**src/sv/assert_macros.svh**
```systemverilog
// Assertion macros shared by the RTL of the route table.
// Depends on nothing; the macros compile to nothing when SYNTHESIS is defined.
`ifndef ASSERT_MACROS_SVH
`define ASSERT_MACROS_SVH

`ifndef SYNTHESIS

// The property must hold at every clock edge outside reset.
`define ASSERT_ON(lbl, clk, rst_n, prop) \
  lbl: assert property (@(posedge clk) disable iff (!rst_n) prop) \
    else $error("assertion failed");

// The expression must never be true outside reset.
`define ASSERT_NEVER(lbl, clk, rst_n, expr) \
  lbl: assert property (@(posedge clk) disable iff (!rst_n) !(expr)) \
    else $error("forbidden condition seen");

`else

`define ASSERT_ON(lbl, clk, rst_n, prop)
`define ASSERT_NEVER(lbl, clk, rst_n, expr)

`endif

`endif

```
**src/sv/rta_pkg.sv**
```systemverilog
// Shared widths, codes and the table entry type of the route table.
// Depends on nothing; used by the channel interfaces and the route table module.
package rta_pkg;

  localparam int TABLE_DEPTH_DEF = 16;

  localparam int REQ_W      = 2;
  localparam int KEY_W      = 32;
  localparam int MAC_W      = 48;
  localparam int IFC_W      = 4;
  localparam int HOPS_W     = 8;
  localparam int STAMP_W    = 32;
  localparam int STATUS_W   = 3;
  localparam int SLOT_W     = 4;
  localparam int LIMIT_W    = 16;
  localparam int CFG_DATA_W = 32;
  localparam int CFG_ADDR_W = 3;

  // Request codes.
  localparam logic [REQ_W-1:0] REQ_TICK  = 2'd0;
  localparam logic [REQ_W-1:0] REQ_ADD   = 2'd1;
  localparam logic [REQ_W-1:0] REQ_QUERY = 2'd2;

  // Result status codes.
  localparam logic [STATUS_W-1:0] ST_TICK_DONE = 3'd0;
  localparam logic [STATUS_W-1:0] ST_INSERTED  = 3'd1;
  localparam logic [STATUS_W-1:0] ST_UPDATED   = 3'd2;
  localparam logic [STATUS_W-1:0] ST_KEPT      = 3'd3;
  localparam logic [STATUS_W-1:0] ST_FULL      = 3'd4;
  localparam logic [STATUS_W-1:0] ST_FRESH     = 3'd5;
  localparam logic [STATUS_W-1:0] ST_NO_ROUTE  = 3'd6;
  localparam logic [STATUS_W-1:0] ST_STALE     = 3'd7;

  // Configuration register word indexes.
  localparam logic [CFG_ADDR_W-3:0] REG_STALENESS = 1'd0;

  localparam logic [LIMIT_W-1:0] STALENESS_RESET = 16'd5;

  typedef struct packed {
    logic [KEY_W-1:0]   key;
    logic [MAC_W-1:0]   next_hop;
    logic [IFC_W-1:0]   iface;
    logic [HOPS_W-1:0]  hops;
    logic [STAMP_W-1:0] stamp;
  } entry_t;

  localparam int ENTRY_W = $bits(entry_t);

endpackage

```
**src/sv/rta_in_if.sv**
```systemverilog
// Request channel of the route table: valid/ready handshake plus request fields.
// Depends on rta_pkg for the field widths.
interface rta_in_if;
  logic                          valid;
  logic                          ready;
  logic [rta_pkg::REQ_W-1:0]     req_type;
  logic [rta_pkg::KEY_W-1:0]     dest_addr;
  logic [rta_pkg::MAC_W-1:0]     next_hop_mac;
  logic [rta_pkg::IFC_W-1:0]     iface_index;
  logic [rta_pkg::HOPS_W-1:0]    hop_count;
  logic                          force_update;

  modport source (
    output valid, req_type, dest_addr, next_hop_mac, iface_index, hop_count, force_update,
    input  ready
  );

  modport sink (
    input  valid, req_type, dest_addr, next_hop_mac, iface_index, hop_count, force_update,
    output ready
  );
endinterface

```
**src/sv/rta_out_if.sv**
```systemverilog
// Result channel of the route table: valid/ready handshake plus result fields.
// Depends on rta_pkg for the field widths.
interface rta_out_if;
  logic                          valid;
  logic                          ready;
  logic [rta_pkg::STATUS_W-1:0]  status;
  logic [rta_pkg::SLOT_W-1:0]    slot;
  logic [rta_pkg::MAC_W-1:0]     route_next_hop;
  logic [rta_pkg::IFC_W-1:0]     route_iface;
  logic [rta_pkg::HOPS_W-1:0]    route_hops;

  modport source (
    output valid, status, slot, route_next_hop, route_iface, route_hops,
    input  ready
  );

  modport sink (
    input  valid, status, slot, route_next_hop, route_iface, route_hops,
    output ready
  );
endinterface

```
**src/sv/rta_ram.sv**
```systemverilog
// Generic single-write, single-read RAM with a registered read port.
// Depends on nothing.
module rta_ram #(
  parameter int WIDTH = 8,
  parameter int DEPTH = 16
) (
  input  logic                     clk,
  input  logic                     we,
  input  logic [$clog2(DEPTH)-1:0] waddr,
  input  logic [WIDTH-1:0]         wdata,
  input  logic                     re,
  input  logic [$clog2(DEPTH)-1:0] raddr,
  output logic [WIDTH-1:0]         rdata
);

  logic [WIDTH-1:0] mem_r [DEPTH];
  logic [WIDTH-1:0] rdata_r;

  always_ff @(posedge clk) begin
    if (we) begin
      mem_r[waddr] <= wdata;
    end
    if (re) begin
      rdata_r <= mem_r[raddr];
    end
  end

  assign rdata = rdata_r;

endmodule

```
**src/sv/route_table_with_aging.sv**
```systemverilog
// Route table with aging: one request beat in, exactly one result beat out.
// A tick or an unknown request goes straight to the response step; an add or a query first
// scans the slots in order until a key matches or all TABLE_DEPTH slots are read, then
// executes; the scan reads one slot per cycle over the entry RAM read port.
// Only one request is in flight; the next is accepted once the last result has been loaded.
// Reset (synchronous, active low) clears the counter and slot marks, loads limit 5; no sweep.
`include "assert_macros.svh"

module route_table_with_aging #(
  parameter int TABLE_DEPTH = rta_pkg::TABLE_DEPTH_DEF
) (
  input  logic                            clk,
  input  logic                            rst_n,
  rta_in_if.sink                          in_bus,
  rta_out_if.source                       out_bus,
  input  logic                            psel,
  input  logic                            penable,
  input  logic                            pwrite,
  input  logic [rta_pkg::CFG_ADDR_W-1:0]  paddr,
  input  logic [rta_pkg::CFG_DATA_W-1:0]  pwdata,
  output logic [rta_pkg::CFG_DATA_W-1:0]  prdata,
  output logic                            pready
);

  localparam int IDX_W = $clog2(TABLE_DEPTH);
  localparam int CNT_W = IDX_W + 1;
  localparam logic [CNT_W-1:0] CNT_END = CNT_W'(TABLE_DEPTH);

  // Controller states.
  localparam logic [1:0] ST_IDLE = 2'd0;
  localparam logic [1:0] ST_SCAN = 2'd1;
  localparam logic [1:0] ST_EXEC = 2'd2;
  localparam logic [1:0] ST_RESP = 2'd3;

  // -------------------------------------------------------------------------
  // Configuration port. Writes complete in the access phase; pready is tied
  // high so no access is extended by wait states. The word index is the byte
  // address divided by four.
  // -------------------------------------------------------------------------
  logic [rta_pkg::LIMIT_W-1:0]      limit_r;
  logic [rta_pkg::CFG_ADDR_W-3:0]   cfg_idx;
  logic                             cfg_wr;

  assign pready  = 1'b1;
  assign cfg_idx = paddr[rta_pkg::CFG_ADDR_W-1:2];
  assign cfg_wr  = psel && penable && pwrite && pready;
  assign prdata  = (cfg_idx == rta_pkg::REG_STALENESS) ?
                   {{(rta_pkg::CFG_DATA_W-rta_pkg::LIMIT_W){1'b0}}, limit_r} : '0;

  always_ff @(posedge clk) begin
    if (!rst_n) begin
      limit_r <= rta_pkg::STALENESS_RESET;
    end else if (cfg_wr && (cfg_idx == rta_pkg::REG_STALENESS)) begin
      limit_r <= pwdata[rta_pkg::LIMIT_W-1:0];
    end
  end

  // -------------------------------------------------------------------------
  // State. The per-slot occupied and live marks are flip-flops so that reset
  // clears them at once; key, next hop, interface, hops and stamp live in one
  // RAM row per slot.
  // -------------------------------------------------------------------------
  logic [1:0]                     state_r, state_nxt;
  logic [rta_pkg::STAMP_W-1:0]    now_r, now_nxt;
  logic [TABLE_DEPTH-1:0]         used_r, used_nxt;
  logic [TABLE_DEPTH-1:0]         live_r, live_nxt;

  // Request captured at acceptance.
  logic [rta_pkg::REQ_W-1:0]      req_r;
  logic [rta_pkg::KEY_W-1:0]      key_r;
  logic [rta_pkg::MAC_W-1:0]      mac_r;
  logic [rta_pkg::IFC_W-1:0]      ifc_r;
  logic [rta_pkg::HOPS_W-1:0]     hops_r;
  logic                           force_r;

  // Scan bookkeeping. A read issued in one cycle is checked in the next.
  logic [CNT_W-1:0]               iss_cnt_r, iss_cnt_nxt;
  logic                           chk_vld_r, chk_vld_nxt;
  logic [IDX_W-1:0]               chk_idx_r, chk_idx_nxt;
  logic                           hit_r, hit_nxt;
  logic [IDX_W-1:0]               hit_idx_r, hit_idx_nxt;
  logic                           emp_vld_r, emp_vld_nxt;
  logic [IDX_W-1:0]               emp_idx_r, emp_idx_nxt;

  // Result waiting to move into the output register.
  logic [rta_pkg::STATUS_W-1:0]   res_status_r, res_status_nxt;
  logic [rta_pkg::SLOT_W-1:0]     res_slot_r, res_slot_nxt;
  logic [rta_pkg::MAC_W-1:0]      res_mac_r, res_mac_nxt;
  logic [rta_pkg::IFC_W-1:0]      res_ifc_r, res_ifc_nxt;
  logic [rta_pkg::HOPS_W-1:0]     res_hops_r, res_hops_nxt;

  // Output register.
  logic                           out_vld_r, out_vld_nxt;
  logic [rta_pkg::STATUS_W-1:0]   out_status_r;
  logic [rta_pkg::SLOT_W-1:0]     out_slot_r;
  logic [rta_pkg::MAC_W-1:0]      out_mac_r;
  logic [rta_pkg::IFC_W-1:0]      out_ifc_r;
  logic [rta_pkg::HOPS_W-1:0]     out_hops_r;
  logic                           out_load;

  // Entry RAM ports.
  logic                           ram_we, ram_re;
  logic [IDX_W-1:0]               ram_waddr, ram_raddr;
  rta_pkg::entry_t                wr_ent, rd_ent;
  logic [rta_pkg::ENTRY_W-1:0]    ram_rdata;

  rta_ram #(
    .WIDTH (rta_pkg::ENTRY_W),
    .DEPTH (TABLE_DEPTH)
  ) u_entry_ram (
    .clk   (clk),
    .we    (ram_we),
    .waddr (ram_waddr),
    .wdata (wr_ent),
    .re    (ram_re),
    .raddr (ram_raddr),
    .rdata (ram_rdata)
  );

  assign rd_ent = rta_pkg::entry_t'(ram_rdata);

  // -------------------------------------------------------------------------
  // Scan datapath. The lowest occupied slot whose key matches wins; the read
  // stream stops on a hit so the RAM output keeps the hit row for the
  // execute cycle. The first empty slot is noted as the reads go out.
  // -------------------------------------------------------------------------
  logic hit_now;
  logic issue;

  assign hit_now   = chk_vld_r && used_r[chk_idx_r] && (rd_ent.key == key_r);
  assign issue     = (iss_cnt_r != CNT_END) && !hit_now;
  assign ram_raddr = iss_cnt_r[IDX_W-1:0];
  assign ram_re    = (state_r == ST_SCAN) && issue;

  // Slot numbers on the result channel are the index taken modulo 16.
  logic [IDX_W+rta_pkg::SLOT_W-1:0] hit_ext, emp_ext;
  assign hit_ext = {{rta_pkg::SLOT_W{1'b0}}, hit_idx_r};
  assign emp_ext = {{rta_pkg::SLOT_W{1'b0}}, emp_idx_r};

  // Age is the modular difference between the clock and the stamp.
  logic [rta_pkg::STAMP_W-1:0] age;
  logic                        fresh;
  assign age   = now_r - rd_ent.stamp;
  assign fresh = age < {{(rta_pkg::STAMP_W-rta_pkg::LIMIT_W){1'b0}}, limit_r};

  assign in_bus.ready = (state_r == ST_IDLE);
  assign out_load     = !out_vld_r || out_bus.ready;

  always_comb begin
    state_nxt      = state_r;
    now_nxt        = now_r;
    used_nxt       = used_r;
    live_nxt       = live_r;
    iss_cnt_nxt    = iss_cnt_r;
    chk_vld_nxt    = chk_vld_r;
    chk_idx_nxt    = chk_idx_r;
    hit_nxt        = hit_r;
    hit_idx_nxt    = hit_idx_r;
    emp_vld_nxt    = emp_vld_r;
    emp_idx_nxt    = emp_idx_r;
    res_status_nxt = res_status_r;
    res_slot_nxt   = res_slot_r;
    res_mac_nxt    = res_mac_r;
    res_ifc_nxt    = res_ifc_r;
    res_hops_nxt   = res_hops_r;
    out_vld_nxt    = out_vld_r;
    ram_we         = 1'b0;
    ram_waddr      = hit_idx_r;
    wr_ent.key      = key_r;
    wr_ent.next_hop = mac_r;
    wr_ent.iface    = ifc_r;
    wr_ent.hops     = hops_r;
    wr_ent.stamp    = now_r;

    // The output register drains independently of the controller.
    if (out_vld_r && out_bus.ready) begin
      out_vld_nxt = 1'b0;
    end

    case (state_r)
      ST_IDLE: begin
        iss_cnt_nxt = '0;
        chk_vld_nxt = 1'b0;
        hit_nxt     = 1'b0;
        emp_vld_nxt = 1'b0;
        res_status_nxt = rta_pkg::ST_TICK_DONE;
        res_slot_nxt   = '0;
        res_mac_nxt    = '0;
        res_ifc_nxt    = '0;
        res_hops_nxt   = '0;
        if (in_bus.valid) begin
          case (in_bus.req_type)
            rta_pkg::REQ_TICK: begin
              now_nxt   = now_r + 1'b1;
              state_nxt = ST_RESP;
            end
            rta_pkg::REQ_ADD,
            rta_pkg::REQ_QUERY: begin
              state_nxt = ST_SCAN;
            end
            default: begin
              // Unknown request: no state change, an all-zero result.
              state_nxt = ST_RESP;
            end
          endcase
        end
      end

      ST_SCAN: begin
        chk_vld_nxt = issue;
        chk_idx_nxt = ram_raddr;
        if (issue) begin
          iss_cnt_nxt = iss_cnt_r + 1'b1;
          if (!used_r[ram_raddr] && !emp_vld_r) begin
            emp_vld_nxt = 1'b1;
            emp_idx_nxt = ram_raddr;
          end
        end
        if (hit_now) begin
          hit_nxt     = 1'b1;
          hit_idx_nxt = chk_idx_r;
          state_nxt   = ST_EXEC;
        end else if (!chk_vld_r && (iss_cnt_r == CNT_END)) begin
          state_nxt = ST_EXEC;
        end
      end

      ST_EXEC: begin
        state_nxt = ST_RESP;
        if (req_r == rta_pkg::REQ_ADD) begin
          if (hit_r) begin
            res_slot_nxt = hit_ext[rta_pkg::SLOT_W-1:0];
            // A dead entry still competes with its stored hop count.
            if (force_r || (rd_ent.hops > hops_r)) begin
              ram_we              = 1'b1;
              live_nxt[hit_idx_r] = 1'b1;
              res_status_nxt      = rta_pkg::ST_UPDATED;
            end else begin
              res_status_nxt = rta_pkg::ST_KEPT;
            end
          end else if (emp_vld_r) begin
            ram_we              = 1'b1;
            ram_waddr           = emp_idx_r;
            used_nxt[emp_idx_r] = 1'b1;
            live_nxt[emp_idx_r] = 1'b1;
            res_status_nxt      = rta_pkg::ST_INSERTED;
            res_slot_nxt        = emp_ext[rta_pkg::SLOT_W-1:0];
          end else begin
            res_status_nxt = rta_pkg::ST_FULL;
          end
        end else begin
          if (!hit_r || !live_r[hit_idx_r]) begin
            res_status_nxt = rta_pkg::ST_NO_ROUTE;
          end else if (fresh) begin
            res_status_nxt = rta_pkg::ST_FRESH;
            res_slot_nxt   = hit_ext[rta_pkg::SLOT_W-1:0];
            res_mac_nxt    = rd_ent.next_hop;
            res_ifc_nxt    = rd_ent.iface;
            res_hops_nxt   = rd_ent.hops;
          end else begin
            live_nxt[hit_idx_r] = 1'b0;
            res_status_nxt      = rta_pkg::ST_STALE;
            res_slot_nxt        = hit_ext[rta_pkg::SLOT_W-1:0];
          end
        end
      end

      ST_RESP: begin
        if (out_load) begin
          out_vld_nxt = 1'b1;
          state_nxt   = ST_IDLE;
        end
      end

      default: begin
        state_nxt = ST_IDLE;
      end
    endcase
  end

  // Control state.
  always_ff @(posedge clk) begin
    if (!rst_n) begin
      state_r   <= ST_IDLE;
      now_r     <= '0;
      used_r    <= '0;
      live_r    <= '0;
      iss_cnt_r <= '0;
      chk_vld_r <= 1'b0;
      hit_r     <= 1'b0;
      emp_vld_r <= 1'b0;
      out_vld_r <= 1'b0;
    end else begin
      state_r   <= state_nxt;
      now_r     <= now_nxt;
      used_r    <= used_nxt;
      live_r    <= live_nxt;
      iss_cnt_r <= iss_cnt_nxt;
      chk_vld_r <= chk_vld_nxt;
      hit_r     <= hit_nxt;
      emp_vld_r <= emp_vld_nxt;
      out_vld_r <= out_vld_nxt;
    end
  end

  // Payload registers.
  always_ff @(posedge clk) begin
    chk_idx_r    <= chk_idx_nxt;
    hit_idx_r    <= hit_idx_nxt;
    emp_idx_r    <= emp_idx_nxt;
    res_status_r <= res_status_nxt;
    res_slot_r   <= res_slot_nxt;
    res_mac_r    <= res_mac_nxt;
    res_ifc_r    <= res_ifc_nxt;
    res_hops_r   <= res_hops_nxt;
    if (in_bus.valid && in_bus.ready) begin
      req_r   <= in_bus.req_type;
      key_r   <= in_bus.dest_addr;
      mac_r   <= in_bus.next_hop_mac;
      ifc_r   <= in_bus.iface_index;
      hops_r  <= in_bus.hop_count;
      force_r <= in_bus.force_update;
    end
    if ((state_r == ST_RESP) && out_load) begin
      out_status_r <= res_status_r;
      out_slot_r   <= res_slot_r;
      out_mac_r    <= res_mac_r;
      out_ifc_r    <= res_ifc_r;
      out_hops_r   <= res_hops_r;
    end
  end

  assign out_bus.valid          = out_vld_r;
  assign out_bus.status         = out_status_r;
  assign out_bus.slot           = out_slot_r;
  assign out_bus.route_next_hop = out_mac_r;
  assign out_bus.route_iface    = out_ifc_r;
  assign out_bus.route_hops     = out_hops_r;

  // -------------------------------------------------------------------------
  // Assertions.
  // -------------------------------------------------------------------------
  // A slot can only be live while it is occupied.
  `ASSERT_NEVER(a_live_without_used, clk, rst_n, (live_r & ~used_r) != '0)
  // Every row written to the RAM belongs to an occupied slot afterwards.
  `ASSERT_ON(a_write_marks_used, clk, rst_n, ram_we |=> used_r[$past(ram_waddr)])
  // A result beat only appears after the controller passed through its response step.
  `ASSERT_ON(a_out_from_resp, clk, rst_n, $rose(out_vld_r) |-> $past(state_r) == ST_RESP)

endmodule
```
**src/flat_wrapper.sv**
```systemverilog
// flat-port wrapper written by rule: the top's interface ports become plain ports
module route_table_with_aging_flat 
#(
  parameter int TABLE_DEPTH = rta_pkg::TABLE_DEPTH_DEF
)
  (clk, rst_n, psel, penable, pwrite, paddr, pwdata, prdata, pready, in_bus_valid, in_bus_req_type, in_bus_dest_addr, in_bus_next_hop_mac, in_bus_iface_index, in_bus_hop_count, in_bus_force_update, in_bus_ready, out_bus_valid, out_bus_status, out_bus_slot, out_bus_route_next_hop, out_bus_route_iface, out_bus_route_hops, out_bus_ready);
  rta_in_if in_bus_i ();
  rta_out_if out_bus_i ();
  input  logic clk;
  input  logic rst_n;
  input  logic psel;
  input  logic penable;
  input  logic pwrite;
  input  logic [rta_pkg::CFG_ADDR_W-1:0] paddr;
  input  logic [rta_pkg::CFG_DATA_W-1:0] pwdata;
  output logic [rta_pkg::CFG_DATA_W-1:0] prdata;
  output logic pready;
  input wire logic [$bits(in_bus_i.valid)-1:0] in_bus_valid;
  input wire logic [$bits(in_bus_i.req_type)-1:0] in_bus_req_type;
  input wire logic [$bits(in_bus_i.dest_addr)-1:0] in_bus_dest_addr;
  input wire logic [$bits(in_bus_i.next_hop_mac)-1:0] in_bus_next_hop_mac;
  input wire logic [$bits(in_bus_i.iface_index)-1:0] in_bus_iface_index;
  input wire logic [$bits(in_bus_i.hop_count)-1:0] in_bus_hop_count;
  input wire logic [$bits(in_bus_i.force_update)-1:0] in_bus_force_update;
  output wire logic [$bits(in_bus_i.ready)-1:0] in_bus_ready;
  output wire logic [$bits(out_bus_i.valid)-1:0] out_bus_valid;
  output wire logic [$bits(out_bus_i.status)-1:0] out_bus_status;
  output wire logic [$bits(out_bus_i.slot)-1:0] out_bus_slot;
  output wire logic [$bits(out_bus_i.route_next_hop)-1:0] out_bus_route_next_hop;
  output wire logic [$bits(out_bus_i.route_iface)-1:0] out_bus_route_iface;
  output wire logic [$bits(out_bus_i.route_hops)-1:0] out_bus_route_hops;
  input wire logic [$bits(out_bus_i.ready)-1:0] out_bus_ready;
  assign in_bus_i.valid = in_bus_valid;
  assign in_bus_i.req_type = in_bus_req_type;
  assign in_bus_i.dest_addr = in_bus_dest_addr;
  assign in_bus_i.next_hop_mac = in_bus_next_hop_mac;
  assign in_bus_i.iface_index = in_bus_iface_index;
  assign in_bus_i.hop_count = in_bus_hop_count;
  assign in_bus_i.force_update = in_bus_force_update;
  assign in_bus_ready = in_bus_i.ready;
  assign out_bus_valid = out_bus_i.valid;
  assign out_bus_status = out_bus_i.status;
  assign out_bus_slot = out_bus_i.slot;
  assign out_bus_route_next_hop = out_bus_i.route_next_hop;
  assign out_bus_route_iface = out_bus_i.route_iface;
  assign out_bus_route_hops = out_bus_i.route_hops;
  assign out_bus_i.ready = out_bus_ready;
  route_table_with_aging #(.TABLE_DEPTH(TABLE_DEPTH)) u_core (.clk(clk), .rst_n(rst_n), .in_bus(in_bus_i), .out_bus(out_bus_i), .psel(psel), .penable(penable), .pwrite(pwrite), .paddr(paddr), .pwdata(pwdata), .prdata(prdata), .pready(pready));
endmodule
```
**config.mk**
```make
export PLATFORM = sky130hd
export DESIGN_NAME = route_table_with_aging_flat
export DESIGN_NICKNAME = d
export VERILOG_FILES = /design/src/sv/rta_pkg.sv /design/src/sv/rta_in_if.sv /design/src/sv/rta_out_if.sv /design/src/sv/rta_ram.sv /design/src/sv/route_table_with_aging.sv /design/src/flat_wrapper.sv
export VERILOG_INCLUDE_DIRS = /design/src /design/src/sv
export SDC_FILE = /design/constraint.sdc
export NUM_CORES = 2
export LEC_CHECK = 0
export BUFFER_PORTS_ARGS = -buffer_cell sky130_fd_sc_hd__buf_4
export CAP_MARGIN = 20
export CELL_PAD_IN_SITES_DETAIL_PLACEMENT = 2
export CELL_PAD_IN_SITES_GLOBAL_PLACEMENT = 2
export CORE_MARGIN = 2
export CORE_UTILIZATION = 44
export CTS_CLUSTER_DIAMETER = 120
export DETAILED_ROUTE_END_ITERATION = 12
export PLACE_DENSITY_LB_ADDON = 0.12
export SYNTH_ARGS = -nofsm -noshare
export SYNTH_HDL_FRONTEND = slang
export SYNTH_HIERARCHICAL = 1
export SYNTH_SLANG_ARGS = --single-unit
export TNS_END_PERCENT = 30
```
**constraint.sdc**
```tcl
create_clock -name clk -period 11.45 [get_ports clk]
set_input_delay 2.29 -clock clk [delete_from_list [all_inputs] [get_ports clk]]
set_output_delay 2.29 -clock clk [all_outputs]
set_load 0.03 [all_outputs]
```
=== Word-level counts from Yosys, hierarchy flattened ===
Memory sizes are Yosys's and may differ from the RTL's. A register that Yosys moved wholly into a read port is not among the register bits.
Index checks and enable logic that the tools add are counted.

* $lt $le $gt $ge: 8
* Reductions and logical operators: 40
* Eq/ne operators: 24
* Add/subtract/negate cells: 3
* Bitwise logic cells: 7
* Mux-type cells: 69

{| class="wikitable"
|+ Operators by type and width
! cell !! number
|-
| 48-bit two-way mux || 3
|-
| 16-bit two-way mux || 7
|-
| 48-bit one-hot mux with 2 select lines || 1
|-
| 16-bit OR || 3
|-
| 4-bit two-way mux || 11
|-
| 32-bit by 1-bit adder with 32-bit output (second input constant) || 1
|-
| 32-bit equality test || 1
|-
| 32-bit by 16-bit less-than comparator with 1-bit output || 1
|-
| 32-bit subtractor || 1
|-
| 8-bit two-way mux || 3
|-
| 4-bit by 5-bit less-than comparator with 1-bit output (second input constant) || 4
|-
| 1-bit two-way mux || 19
|-
| 16-bit AND || 1
|-
| 16-bit inverter || 1
|-
| 4-bit one-hot mux with 2 select lines || 2
|-
| 8-bit one-hot mux with 2 select lines || 1
|-
| 3-bit AND reduction || 5
|-
| 1-bit logical AND || 14
|-
| 1-bit binary-select mux with 4-bit select || 3
|-
| 2-bit two-way mux || 6
|-
| 3-bit two-way mux || 4
|-
| 2-bit by 1-bit != test with 1-bit output (second input constant) || 5
|-
| 2-bit != test (second input constant) || 5
|-
| 5-bit one-hot mux with 2 select lines || 1
|-
| 25 further kinds || 48
|}

* Output and inout bits: 102
* Logic and storage cells: 181
* Memory bits (writable): 1984
* Memories kept: 1
* Register bits after elaboration: 332
* Bits of input ports: 137

{| class="wikitable"
|+ Memories
! memory !! words !! bits a word !! read ports !! clocked after memory_dff !! wr ports !! line !! RTL
|-
| u_core.u_entry_ram.mem_r || 16 || 124 || 1 || 1 || 1 || rta_ram.sv:16 || <nowiki>logic [WIDTH-1:0] mem_r [DEPTH];</nowiki>
|}

=== Depth between registers and ports, before layout ===
* Depth after elaboration: 9
* Gate-level depth with buffers: 22
* Mapped depth without buffers: 21

=== Hierarchy ===
The synthesis kept the hierarchy.

{| class="wikitable"
|+ Modules (own cells, without submodules)
! module !! instances !! seq. area each (um^2) !! area each (um^2) !! cells each
|-
| rta_ram || 1 || 63300.7 || 77748.3 || 3168
|-
| route_table_with_aging || 1 || 9058.7 || 15924.0 || 1384
|}

=== Least setup slack after synthesis ===
Ideal clock, no wire load.

* Kind: register -> register
* Start: reg u_core/hops_r[1] (netlist bit)
* End: mem u_core/u_entry_ram/mem_r[0][0] (netlist bit) (enable)
* Cell stages (with the launch flop): 13
* Period minus slack after synthesis: 11775 ps
* Buffers on the path: 1
* Library setup time: 759 ps
* Data required time: 10691 ps
* Arrival: 11016 ps
* Setup slack: -325 ps
* Path through: edfxtp_1 -> inv_1 -> ha_1 -> nor2b_1 -> o21a_1 -> o21ai_0 -> a21oi_1 -> o22ai_1 -> nor3b_1 -> nor2_1 -> clkbuf_1 -> or3b_2 -> nor3_1

* Longest elaborated chain between the ends: 8

{| class="wikitable"
|+ Ends and longest elaborated chain
! what !! line !! RTL
|-
| start: declaration || route_table_with_aging.sv:73 || <nowiki>logic [rta_pkg::HOPS_W-1:0] hops_r;</nowiki>
|-
| start signal: assignment || route_table_with_aging.sv:321 || <nowiki>hops_r <= in_bus.hop_count;</nowiki>
|-
| 8-bit > comparator || route_table_with_aging.sv:234 || <nowiki>if (force_r || (rd_ent.hops > hops_r)) begin</nowiki>
|-
| 1-bit logical OR || route_table_with_aging.sv:234 ||
|-
| 1-bit two-way mux || route_table_with_aging.sv:234 ||
|-
| 1-bit two-way mux || route_table_with_aging.sv:231 || <nowiki>if (hit_r) begin</nowiki>
|-
| 1-bit two-way mux || route_table_with_aging.sv:230 || <nowiki>if (req_r == rta_pkg::REQ_ADD) begin</nowiki>
|-
| 1-bit two-way mux || route_table_with_aging.sv:180 || <nowiki>case (state_r)</nowiki>
|-
| named net u_core.ram_we || route_table_with_aging.sv:102 || <nowiki>logic ram_we, ram_re;</nowiki>
|-
| 1-bit two-way mux || rta_ram.sv:20 || <nowiki>if (we) begin</nowiki>
|-
| 1-bit two-way mux (not written as such) || rta_ram.sv:21 || <nowiki>mem_r[waddr] <= wdata;</nowiki>
|-
| end: declaration || rta_ram.sv:16 ||
|}

The timed path passes the listed nets, and every way through them passes these cells.

=== Worst setup path after layout ===
* Start: reg u_core/now_r[0] (netlist bit)
* End: reg u_core/res_mac_r[21] (netlist bit) (enable)

* Longest elaborated chain between the ends: 4

{| class="wikitable"
|+ Ends and longest elaborated chain
! what !! line !! RTL
|-
| start: declaration || route_table_with_aging.sv:64 || <nowiki>logic [rta_pkg::STAMP_W-1:0] now_r, now_nxt;</nowiki>
|-
| start signal: assignment || route_table_with_aging.sv:295 || <nowiki>now_r <= now_nxt;</nowiki>
|-
| 32-bit subtractor || route_table_with_aging.sv:143 || <nowiki>assign age = now_r - rd_ent.stamp;</nowiki>
|-
| 32-bit by 16-bit less-than comparator with 1-bit output || route_table_with_aging.sv:144 || <nowiki>assign fresh = age < {{(rta_pkg::STAMP_W-rta_pkg::LIMIT_W){1'b0}}, limit_r};</nowiki>
|-
| 2-bit by 1-bit != test with 1-bit output (no line) || - ||
|-
| 4-bit AND reduction (no line) || - ||
|-
| end signal: assignment || route_table_with_aging.sv:313 || <nowiki>res_mac_r <= res_mac_nxt;</nowiki>
|-
| end: declaration || route_table_with_aging.sv:88 || <nowiki>logic [rta_pkg::MAC_W-1:0] res_mac_r, res_mac_nxt;</nowiki>
|}

No other way between the ends.
A chain may end at the register's enable or synchronous reset.

==> impl_metrics.py <==
metrics = {
    "outcome": {
        "status": "completed",
    },
    "sta": {
        "rsz0062_at_grt": "no",
        "fmaxAchievable_mhz": 145,
        "max_slew_margin_pct": 22.5,
        "post-route-period-util_pct": 60.2,
        "skew_ns": 0.0793,
        "slew_violations": 0,
        "final_hold_viol_count": 0,
        "hold_ws_ns": 0.422,
        "setup_viol": 0,
        "finalCriticalPeriod_ns": 6.89,
        "tightest_slew_ns": 1.16,
    },
    "global_route": {
        "grt_use_total_pct": 26.5,
        "grt_pass1_wl_um": 406000,
        "grt_start_max_net_pins": 128,
        "top_usage_layer": "met2",
        "antenna_found_initial": 15,
        "use_met3_pct": 3.91,
        "grt_util_met2_pct": 45.6,
        "gr-total-overflow": 0,
        "grt_pass1_vias": 52600,
        "use_met1_pct": 35.5,
    },
    "clocking": {
        "hold_buffers": 0,
        "cts_buffer_depth": 4,
        "cts_buffers": 281,
        "cts_resized": 0,
        "cts_tree": "done",
        "cts_htree_levels": 5,
        "cts_root_buf": "clkbuf_16",
        "cts.sinks": 2440,
        "insertion_delay_ns": 0.93,
        "clk_pin_slew_worst_paths_ns": 0.06,
        "post_cts_buffers": 0,
    },
    "cells_and_area": {
        "register_area_um2": 72400,
        "drive_above_1_share_pct": 24.0,
        "syn_to_final_growth_pct": 14.2,
        "design_area_um2": 107000,
        "nFillCells": 18600,
        "multiInputGateArea_um2": 20000,
        "stdcell_count": 7902,
        "fin_nets": 5088,
        "layout_common_cells": "edfxtp_1, mux4_2, clkbuf_16",
        "layout_commonest_cell": "edfxtp_1",
    },
    "die": {
        "num_rows": 169,
        "fp.dieH_um": 465,
        "initial_core_util_pct": 44.2,
        "core_area_um2": 212000,
        "die_width_um": 465,
        "ios": 239,
        "dieArea_um2": 217000,
    },
    "critical_path": {
        "critPathLaunchType": "flip-flop",
        "startpoint": "u_core/now_r[0]",
        "crit_path_end_kind": "flip-flop",
        "crit_fanout": 42,
        "r2r-start": "u_core/now_r[0]",
        "crit_arrival_ns": 7.42,
        "cp.required_ns": 11.97,
        "crit_type": "reg -> reg",
    },
    "route": {
        "drt_pass1_iterations": 5,
        "wl_um": 286000,
        "wire_per_inst_um": 36.2,
        "ant_nets": 0,
        "drc_errors": 0,
        "vias": 47800,
        "drt_first_iter_violations": 4480,
        "vias_per_cell": 6.05,
    },
    "min_path": {
        "hp-class": "reg -> reg",
        "worstHoldStart": "u_core/res_hops_r[4]",
    },
    "yosys": {
        "synth_xor_area_share_pct": 0.748,
        "synth_edf_count": 2349,
        "synth-seq-cells": 2440,
        "yosysWarnings": 6,
        "synth-compound-area-share_pct": 3.84,
        "synth_area_per_cell_um2": 20.6,
        "synth-seq-area-share_pct": 77.2,
        "synth_top_family_by_area": "multiplexers",
        "synth_fa_ha_area_share_pct": 0.850,
        "synthMuxAreaShare_pct": 12.4,
        "synthCells": 4552,
        "synth_cell_types": 77,
        "ys.flop_type": "edfxtp_1",
        "synthSimpleGateAreaFrac_pct": 3.27,
        "synthArstFlopShare_pct": 0,
        "syn_area_um2": 93700,
    },
    "power_and_ir_drop": {
        "irDropWorstVdd_uv": 160,
        "total_power_uw": 22400,
        "leakage_uw": 0.0351,
        "power.density_nw_per_um2": 210,
    },
    "placement": {
        "dpl.hpwl_um": 153000,
        "placed_area_um2": 98600,
        "gp_congestion": 0.757,
        "dp_cells": 7426,
        "portBuffers": 203,
    },
    "job": {
        "max_cap_viol_count": 0,
    },
}
state kept, by name, summed over array words and instances (netlist names), 32 cells and up:
signal,cells
u_core/now_r,32
u_core/key_r,32
u_core/res_mac_r,48
u_core/mac_r,48
u_core/u_entry_ram/mem_r,1984
u_core/u_entry_ram/rdata,124
u_core/out_bus.route_next_hop,48
cells in the mapped netlist, types with 9 or more instances:
library cell | n | area share (%)
and3_1 | 14 | 0.093
clkbuf_1 | 116 | 0.46
xnor2_1 | 61 | 0.57
o21a_1 | 26 | 0.21
o21ai_1 | 11 | 0.059
edfxtp_1 | 2349 | 75
nand2_1 | 246 | 0.99
nand3_1 | 37 | 0.20
a21boi_0 | 25 | 0.20
a21oi_1 | 48 | 0.26
a21o_1 | 13 | 0.10
buf_2 | 31 | 0.17
inv_1 | 74 | 0.30
mux4_2 | 511 | 12
buf_4 | 60 | 0.48
xor2_1 | 19 | 0.18
dfxtp_1 | 91 | 1.9
nand4_1 | 24 | 0.16
ha_1 | 62 | 0.83
o311ai_1 | 11 | 0.10
nor2_1 | 93 | 0.37
nor2b_1 | 22 | 0.15
or3_1 | 9 | 0.060
and2_1 | 89 | 0.59
buf_1 | 34 | 0.14
o21ai_0 | 41 | 0.22
nor3_1 | 31 | 0.17
a22oi_1 | 248 | 2.0
nor4_1 | 11 | 0.073
nand2b_1 | 18 | 0.12
a31oi_1 | 20 | 0.13
critical path, stage by stage (launching register included):
cell	delay, ns
dfxtp_1	0.80
inv_1	0.10
ha_1	0.26
fa_1	0.42
nand2b_1	0.21
a21oi_2	0.25
o21ai_2	0.17
o21bai_1	0.17
a21oi_1	0.12
o21bai_1	0.15
a21oi_1	0.09
xnor2_1	0.25
ha_1	0.29
nand4_1	0.11
a21oi_1	0.08
a211oi_1	0.24
o21ai_0	0.11
a2111oi_0	0.38
nand4_1	0.15
and4bb_4	0.61
nand3_1	0.19
o21ai_4	0.11
buf_4	0.33
buf_4	0.77
per-stage QoR:
| stage | setup slack, ns | setup TNS (ns) | utilization (%) |
|---|---|---|---|
| after floorplan | -0.00293 | -0.364 | - |
| after global placement | 4.82 | 0 | 46.5 |
| after detailed placement | 4.55 | 0 | 46.5 |
| after CTS | 4.53 | 0 | 50.5 |
| after global routing | 4.10 | 0 | 50.5 |
| final | 4.56 | 0 | 50.5 |
area by class of cell:
| class | instances | area share (%) |
|---|---|---|
| Sequential cell | 2440 | 67.6 |
| Tap cell | 2821 | 3.30 |
| Clock inverter | 122 | 0.862 |
| Antenna cell | 4 | 0.00936 |
| Inverter | 74 | 0.267 |
| Multi-Input combinational cell | 1805 | 18.7 |
| Clock buffer | 350 | 7.01 |
| Timing Repair Buffer | 286 | 2.21 |
where the power goes:
group,switching (uW),internal [uW]
combinational,1600,1090
clock,3580,4930
sequential,562,10700
cells by family (layout without fill, tap and decap cells):
kind of cell	Yosys count	count (layout)
flops	2440	2440
simple gates	624	624
xor+xnor	80	80
other cells	2	21
mux	522	522
fa+ha+maj	63	63
compound gates	499	499
buf+inv	322	832
path summary, 6_finish.rpt:
kind	to	slack, ns	cells after the start
setup / recovery	u_core/res_mac_r[21]	4.56	23
hold / removal	u_core/out_bus.route_hops[4]	0.42	0
setup reg to reg	u_core/res_mac_r[21]	4.56	23
hold reg to reg	u_core/out_bus.route_hops[4]	0.42	0
routing by layer:
metal | vias up | part of all wire, %
met5 | - | 0.013
met3 | 456 | 5.2
li1 | 19400 | -
met4 | 6 | 2.5
met1 | 26400 | 41
met2 | 1636 | 51
No activity file was read; power rests on OpenSTA's default activity.
